File: src/rtl/bitmap_first_free_allocator_macros.svh
// assertion helpers, clocked on clk and disabled while rst_n is low
`ifndef BITMAP_FIRST_FREE_ALLOCATOR_MACROS_SVH
`define BITMAP_FIRST_FREE_ALLOCATOR_MACROS_SVH

// consequent checked in the same cycle
`define BFFA_ASSERT_SAME(label, ante, cons, msg) \
  label: assert property (@(posedge clk) disable iff (!rst_n) (ante) |-> (cons)) \
    else $error(msg);

// consequent checked in the cycle after the antecedent
`define BFFA_ASSERT_NEXT(label, ante, cons, msg) \
  label: assert property (@(posedge clk) disable iff (!rst_n) (ante) |=> (cons)) \
    else $error(msg);

`endif

File: src/rtl/bffa_pkg.sv
package bffa_pkg;

  localparam int NUM_W         = 14;
  localparam int STAT_W        = 2;
  localparam int MAP_BITS_DEF  = 8192;
  localparam int WORD_BITS_DEF = 64;
  // widest bit index inside a word (word is at most 64 bits)
  localparam int IDX_MAX_W     = 6;
  // shift of the reciprocal used to split a bit number into word and bit
  localparam int DIV_SHIFT     = 21;

  localparam logic [NUM_W-1:0] SIZE_RESET = NUM_W'(8192);

  localparam logic [STAT_W-1:0] ST_OK    = 2'd0;
  localparam logic [STAT_W-1:0] ST_FULL  = 2'd1;
  localparam logic [STAT_W-1:0] ST_RANGE = 2'd2;
  localparam logic [STAT_W-1:0] ST_FREED = 2'd3;

  localparam logic MODE_ALLOC = 1'b0;
  localparam logic MODE_FREE  = 1'b1;

  typedef struct packed {
    logic                 found;
    logic [IDX_MAX_W-1:0] idx;
  } find_t;

endpackage

File: src/rtl/bffa_find.sv
module bffa_find import bffa_pkg::*; #(
  parameter int WORD_BITS = WORD_BITS_DEF,
  parameter int LIM_W     = $clog2(WORD_BITS + 1)
) (
  input  logic [WORD_BITS-1:0] word,
  input  logic [LIM_W-1:0]     lim,
  output find_t                fnd
);

  logic [WORD_BITS-1:0] mask;
  logic [WORD_BITS-1:0] avail;
  logic [WORD_BITS-1:0] low;

  // only bits below the map size count
  always_comb begin
    for (int b = 0; b < WORD_BITS; b++) begin
      mask[b] = (LIM_W'(b) < lim);
    end
  end

  assign avail = ~word & mask;
  // isolate the lowest clear bit
  assign low   = avail & (~avail + WORD_BITS'(1));

  always_comb begin
    fnd.found = |avail;
    for (int j = 0; j < IDX_MAX_W; j++) begin
      fnd.idx[j] = 1'b0;
      for (int b = 0; b < WORD_BITS; b++) begin
        if (((b >> j) & 1) == 1) begin
          fnd.idx[j] = fnd.idx[j] | low[b];
        end
      end
    end
  end

endmodule

File: config.mk
export PLATFORM = sky130hd
export DESIGN_NAME = bffa_find
export DESIGN_NICKNAME = d
export VERILOG_FILES = /design/src/rtl/bitmap_first_free_allocator_macros.svh /design/src/rtl/bffa_pkg.sv /design/src/rtl/bffa_find.sv
export SDC_FILE = /design/constraint.sdc
export NUM_CORES = 1
export LEC_CHECK = 0
export BUFFER_PORTS_ARGS = -buffer_cell sky130_fd_sc_hd__buf_2
export CORE_MARGIN = 5
export CORE_UTILIZATION = 40
export DETAILED_ROUTE_END_ITERATION = 8
export GPL_TIMING_DRIVEN = 1
export SYNTH_ARGS = -nofsm -noshare
export SYNTH_HDL_FRONTEND = slang
export SYNTH_SLANG_ARGS = --single-unit
File: constraint.sdc
create_clock -name vclk -period 4.8
set_input_delay 0.48 -clock vclk [all_inputs]
set_output_delay 0.48 -clock vclk [all_outputs]
set_load 0.01 [all_outputs]
==> results.md <==
* Outcome: complete, no violations
* Most used routing layer: met2
* Global route overflow at 0
* Netlist Area Pre-Place at between 2000 and 3000 um2
* Drt wl/cell at 22.8 um
* Starting density of the core at between 40% and 50%
* Met3 usage at under 10%
* Min-delay worst type: input port to primary output
* Worst vdd ir at about 35 uV
* Yosys top cell area share at ~6.8%
* Arrival time worst endpoint at 3.98 ns
* Share of cells above drive strength 1 at 25.2%
* Hold_sp: word[63]
* Comb pwr share at 100.0%
* MaxCap Viol Count at 0
* Layout clock buffer count at 0
* Setup Slack @ Placement at 0.510 ns
* Synth top area cells: a21oi_1 6.8%, nand2_1 5.7%, a211oi_1 5.1%
* First drt pass iteration count at 5
* Switching share of total power at about 64%
* Layout area overhead at 21.3%
* Post-synthesis sequential area ratio at 0%
* Antenna cells at 0
* Switching Power at between 0.15 and 0.2 mW
* Row count at 30
* Final sequential cell count at 0
* Antenna violations before repair at 0
* Nets at 600
* Seq pwr share at 0%
* Crit start category: input port
* Post-layout min period at 4.46 ns
* Synth Warn # at 0
* Final instance area at 3410 um2
* Crit path kind: input port to primary output
* Resize count post-CTS at 0
* Pwr Total at roughly 0.27 mW
* Post-route DRC violation count at 0
* RSZ-0062 raised after global routing: no
* Mapped Cells at 448
* Post-route worst hold slack at 1.55 ns
* CTS Hold Bufs at 0
* Die Span X at approximately 94 um
* Met2 GRT Util at 48.7%
* Register Area at 0 um2
* DRT iter0 DRCs at about 470
* Pin count of the biggest net entering global routing at 27
* Hold Fails Final Rpt at 0
* Mapped Nets at 519
* Fin crit share at 92.8%
* Hold depth at 6
* Fmax at 224 MHz
* Netlist cell types at 76
* Worst Path Required at around 4.3 ns
* Post-DRT Antenna Nets at 0
* Hold Path Sink: fnd[6]
* Post-CTS setup buffers at 0
* Clock share of power at 0%
* Number of I/O port buffers at 78
* Number of vias per cell at 6.96
* # setup viols final at 0
* Internal power consumption at 0.0971 mW
* GRT Overall Usage at 31.5%
* Post-DP HPWL at ~12000 um
* Vias in the first global route at 4061
* Avg Inst Size Synth at 6.27 um2
* Die H at 93.8 um
* Slew headroom at 34.8%
* Placer Congestion at a little over 1
* Placed inst area at ~3400 um2
* Core ar. at between 6000 and 7000 um2
* Post-Route WL at 14200 um
* Leakage at roughly 1.4 nW
* Power per Cell Area at roughly 80 nW/um2
* Met1 Track Usage GR at 42.8%
* Final Max Tran Viols at 0
* Yosys top cell by area: a21oi_1
* # IOs at 78
* Final worst slack at 0.345 ns
* Worst Tran Pin Value at 0.971 ns
* Die ar. at 8800 um2
* CP Capture Type: primary output
* Worst Path Max Fanout at 26
* Setup TNS at 0 ns
* Via count at 4333
* Global-route wire length before repair at 22000 um
logic make-up after synthesis:
group,Yosys count,share of synthesized area (%)
simple gates,235,49.4
buf+inv,41,6.77
mux,1,0.401
compound gates,171,43.4
metal layers:
metal  wire length [um]  vias up
met2               6230      303
met1               5830     2001
li1                   -     1982
met4                767        0
met5                  0        -
met3               1390       47
through the flow:
step,instances,utilization [%]
floorplan,448,-
global placement,623,49.9
detailed placement,623,49.9
CTS,623,49.9
global route,623,49.9
finish,623,49.9
cells in the final DEF (no fill, tap or decap), drive strengths merged, types with 14 or more instances in the layout:
cell type and n:
buf 109, nand2b 14, a211oi 19, nor2 34, nand3 14, nor4 15, nand2 43, a21oi 38
nor3 25, o21ai 25, nand4 19
worst max path at each step:
stage	cells past startpoint	slack [ns]	startpoint	endpoint
after floorplan	11	1.07	lim[2]	fnd[5]
after global placement	12	0.54	lim[6]	fnd[3]
after detailed placement	11	0.51	lim[6]	fnd[5]
after CTS	12	0.49	lim[6]	fnd[3]
after global routing	14	0.20	lim[6]	fnd[3]
final	12	0.34	lim[6]	fnd[3]
worst max-delay path, cell delays in order:
cell	delay, ns
buf_2	0.47
nor2_1	0.22
buf_4	0.25
a21oi_1	0.59
a2111oi_4	0.09
and4_1	0.25
and3_1	0.25
o211ai_1	0.19
o311ai_0	0.29
a211oi_1	0.28
or4b_1	0.45
buf_2	0.15
synth_stat cells, drive strengths merged (5+ instances only):
cell      n
o2111ai   5
a211oi   19
nor2     34
nor3     25
a21oi    38
or3      12
o31ai     5
a21o      9
nand4    19
clkbuf   12
a31oi    13
nor4     15
and2      7
and4      6
a2111oi   8
inv      11
nand2    43
and3      8
nor4b     5
buf      18
o21ai    25
nand2b   14
nand3    14
o211ai    7
cell type report:
cell class / count / area, um2
Fill cell: 780 / 3420
Inverter: 11 / 41.3
Tap cell: 96 / 120
Multi-Input combinational cell: 407 / 2620
Timing Repair Buffer: 109 / 623
power by group through the flow:
stage | clock network (mW) | logic (mW) | registers [mW]
5_1_grt | 0 | 0.292 | 0
3_5_place_dp | 0 | 0.260 | 0
4_1_cts | 0 | 0.262 | 0
6_report | 0 | 0.271 | 0
2_1_floorplan | 0 | 0.155 | 0
3_3_place_gp | 0 | 0.262 | 0
Power figures use the tool's default switching activity.
