File: config.mk
export PLATFORM = sky130hd
export DESIGN_NAME = bffa_divw
export DESIGN_NICKNAME = d
export VERILOG_FILES = /design/src/rtl/bitmap_first_free_allocator_macros.svh /design/src/rtl/bffa_pkg.sv /design/src/rtl/bffa_divw.sv
export SDC_FILE = /design/constraint.sdc
export NUM_CORES = 1
export LEC_CHECK = 0
export ABC_AREA = 0
export BUFFER_PORTS_ARGS = -buffer_cell sky130_fd_sc_hd__clkbuf_2
export CAP_MARGIN = 20
export CORE_ASPECT_RATIO = 1.2
export CORE_MARGIN = 2
export CORE_UTILIZATION = 25
export CTS_CLUSTER_SIZE = 24
export DETAILED_ROUTE_END_ITERATION = 8
export GPL_TIMING_DRIVEN = 0
export SKIP_CTS_REPAIR_TIMING = 1
export SYNTH_ARGS = -nofsm -noshare
export SYNTH_HDL_FRONTEND = slang
export SYNTH_SLANG_ARGS = --single-unit
File: constraint.sdc
create_clock -name clk -period 0.8 [get_ports clk]
set_input_delay 0.08 -clock clk [delete_from_list [all_inputs] [get_ports clk]]
set_output_delay 0.08 -clock clk [all_outputs]
set_load 0.01 [all_outputs]
File: src/rtl/bitmap_first_free_allocator_macros.svh
// assertion helpers, clocked on clk and disabled while rst_n is low
`ifndef BITMAP_FIRST_FREE_ALLOCATOR_MACROS_SVH
`define BITMAP_FIRST_FREE_ALLOCATOR_MACROS_SVH

// consequent checked in the same cycle
`define BFFA_ASSERT_SAME(label, ante, cons, msg) \
  label: assert property (@(posedge clk) disable iff (!rst_n) (ante) |-> (cons)) \
    else $error(msg);

// consequent checked in the cycle after the antecedent
`define BFFA_ASSERT_NEXT(label, ante, cons, msg) \
  label: assert property (@(posedge clk) disable iff (!rst_n) (ante) |=> (cons)) \
    else $error(msg);

`endif

File: src/rtl/bffa_pkg.sv
package bffa_pkg;

  localparam int NUM_W         = 14;
  localparam int STAT_W        = 2;
  localparam int MAP_BITS_DEF  = 8192;
  localparam int WORD_BITS_DEF = 64;
  // widest bit index inside a word (word is at most 64 bits)
  localparam int IDX_MAX_W     = 6;
  // shift of the reciprocal used to split a bit number into word and bit
  localparam int DIV_SHIFT     = 21;

  localparam logic [NUM_W-1:0] SIZE_RESET = NUM_W'(8192);

  localparam logic [STAT_W-1:0] ST_OK    = 2'd0;
  localparam logic [STAT_W-1:0] ST_FULL  = 2'd1;
  localparam logic [STAT_W-1:0] ST_RANGE = 2'd2;
  localparam logic [STAT_W-1:0] ST_FREED = 2'd3;

  localparam logic MODE_ALLOC = 1'b0;
  localparam logic MODE_FREE  = 1'b1;

  typedef struct packed {
    logic                 found;
    logic [IDX_MAX_W-1:0] idx;
  } find_t;

endpackage

File: src/rtl/bffa_divw.sv
module bffa_divw import bffa_pkg::*; #(
  parameter int WORD_BITS = WORD_BITS_DEF,
  parameter int AW        = 7,
  parameter int BW        = $clog2(WORD_BITS)
) (
  input  logic             clk,
  input  logic             en,
  input  logic [NUM_W-1:0] nm1,
  output logic [AW-1:0]    q_r,
  output logic [BW-1:0]    rem
);

  localparam int RECIP  = (2**DIV_SHIFT + WORD_BITS - 1) / WORD_BITS;
  localparam int PROD_W = DIV_SHIFT + NUM_W;

  logic [PROD_W-1:0] prod;
  logic [NUM_W-1:0]  n_r;
  logic [NUM_W-1:0]  qw;
  logic [NUM_W-1:0]  diff;

  // quotient by reciprocal, exact for 14-bit numbers
  assign prod = {{(PROD_W-NUM_W){1'b0}}, nm1} * PROD_W'(RECIP);

  always_ff @(posedge clk) begin
    if (en) begin
      n_r <= nm1;
      q_r <= prod[DIV_SHIFT +: AW];
    end
  end

  assign qw   = NUM_W'({{(NUM_W-AW){1'b0}}, q_r} * NUM_W'(WORD_BITS));
  assign diff = n_r - qw;
  assign rem  = diff[BW-1:0];

endmodule

==> results_dict.tcl <==
set metrics [dict create \
    rows 15 \
    timing.critical_path.arrival_ns 0.78 \
    setup_total_negative_slack_ns -0.503 \
    tritoncts "done" \
    critPathMaxStageDelay_ns 0.38 \
    finalWeightedCongestion 0.612 \
    port_buffers 27 \
    drv_cap 0 \
    hold_depth 1 \
    io-pin-count 29 \
    max_slew_margin_vs_limit_pct 79.9 \
    gate_count_of_the_mapped_netlist 13 \
    ys_seq_area_share_pct 100 \
    netlist_top_cells_area "edfxtp_1" \
    cts_sinks 13 \
    timing.critical_path.to_type "primary output" \
    power.total_uw 1370 \
    synth-edff-count 13 \
    yosys_register_bits 13 \
    ant_nets 0 \
    fp.dieH_um 47.3 \
    clk_transition_reported_paths_ns 0.07 \
    remaining_drc_errors 0 \
    status "finished, violations left" \
    critical_path_required_ns 0.72 \
    length_of_routed_met2_wiring_um 369 \
    total_nets_after_synthesis 29 \
    via_count_of_the_first_global_routing_pass 213 \
    route.vias.total 283 \
    net_total_in_the_final_layout 74 \
    timing.final.setup_violations 13 \
    path_class "reg2out" \
    final_core_utilization_pct 48.7 \
    total_global_route_track_usage_pct 7.41 \
    crit_fanout 1 \
    timing_worst_slew_pin_value_ns 0.301 \
    max_freq_mhz 1160 \
    numCtsBuffers 3 \
    die-area_mm2 0.00189 \
    timing.hold.worst.start "en" \
    layout_setup_ws_ns -0.0650 \
    synth_cell_type_count 1 \
    multi_input_area_um2 0 \
    layout_cells_sized_above_1_pct 52.6 \
    clock-root-buffer "clkbuf_4" \
    synth_top_cell_area_share_pct 100 \
    grt-ovfl-total 0 \
    met3_wirelength_um 87 \
    drv_slew 0 \
    route.final.wire_length_um 738 \
    wirelength_met1_um 281 \
    maxUsedRoutingLayer "met3" \
    setup.worst_path.start_class "register" \
    largest_net_degree_at_the_start_of_global_routing 14 \
    failed_checks "setup timing" \
    timing.final.crit_period_ns 0.865 \
    pre_cts_ws_ns 0.102 \
    ys_async_sr_fraction_pct 0 \
    initialDrtViolationCount 3 \
    floorplan.initialDensity_pct 27.0 \
    cp_slowest_cell "edfxtp_1" \
    crit_chain "clkbuf_2" \
    post-synth-top-count-cell "edfxtp_1" \
    clock_path_buffers 2 \
    cp_num_buf_inv 1 \
    antenna_found_initial 0 \
    vias_per_cell 3.82 \
    yosys_warnings 0 \
    synthesis.area_um2 390 \
    ctsHtreeMaxLevel 1 \
    flow.area_growth_from_synthesis_pct 80.1 \
    setup_repair_after_global_routing_missed_its_margin "true" \
    worstHoldEndpoint "n_r[4]$_DFFE_PP_" \
    powerDensity_mw_per_mm2 1950 \
    critical_path.top_delay_family "flip-flops" \
    holdCritPathClass "in2reg" \
    placeableCoreArea_mm2 0.00145 \
    syn-mean-instance-area_um2 30.0 \
    antenna_cells 0 \
    synth_top_flop_cell "edfxtp_1" \
    netlist.top_cell.by_area "edfxtp_1" \
    hold_viol 0 \
    final_cycle_share_pct 108 \
    multi_input_cells 0 \
    grt_first_pass_wirelength_um 814 \
    p_leak_uw 0.000309 \
    wl_per_cell_um 9.97 \
    die_w_um 40.1 \
    power.ir.vdd_worst_v 0.00103 \
    synth_commonest_cells "edfxtp_1" \
    drtPass1Iterations 2 \
]
==> metrics by stage <==
stage	hold WS (ns)	std cells	cell area (um^2)
after floorplan	0.179	13	390
after global placement	0.257	57	547
after detailed placement	0.259	57	547
after CTS	-0.0247	61	573
after global routing	0.266	74	703
final	0.254	74	703
==> worst max path at each step <==
stage / startpoint / to / slack, ns / depth (start not counted)
after global routing: q_r[4]$_DFFE_PP_ / q_r[4] / -0.1 / 1
after detailed placement: en / n_r[0]$_DFFE_PP_ / 0.10 / 1
after global placement: en / n_r[3]$_DFFE_PP_ / 0.12 / 1
after CTS: q_r[4]$_DFFE_PP_ / q_r[4] / -0.08 / 1
after floorplan: q_r[0]$_DFFE_PP_ / q_r[0] / 0.33 / 0
final: n_r[4]$_DFFE_PP_ / rem[4] / -0.06 / 1
==> power by group <==
group / internal [uW] / total, uW / leakage, uW / switching [uW]
sequential: 809 / 821 / 0.000127 / 12.5
clock: 193 / 378 / 0.0000150 / 186
combinational: 97.4 / 170 / 0.000166 / 72.3
==> layout make-up <==
cell class	instances	area, um^2
fillers	118	742
repair buffers	40	265
clock buffers	4	26.3
flip-flops and latches	13	390
well taps	17	21.3
==> layer usage <==
metal,track usage [%],vias to the layer above
li1,-,141
met1,7.03,120
met2,10.6,22
met3,5.21,0
met4,6.21,0
met5,0,-
==> flip-flops by register name (all words and copies together) (netlist names) <==
signal  flops
n_r         6
q_r         7
==> layout by cell type (no fill, tap or decap) <==
cell type       n
dlygate4sd3_1  13
edfxtp_1       13
clkbuf_1        1
clkbuf_4        3
clkbuf_2       27
==> cells by family (layout without fill, tap and decap cells) <==
family | count (synthesis) | count (layout) | share of synthesized area (%)
flops | 13 | 13 | 100
buf+inv | 0 | 44 | 0
Note: power is estimated with default switching activity, not from simulation.
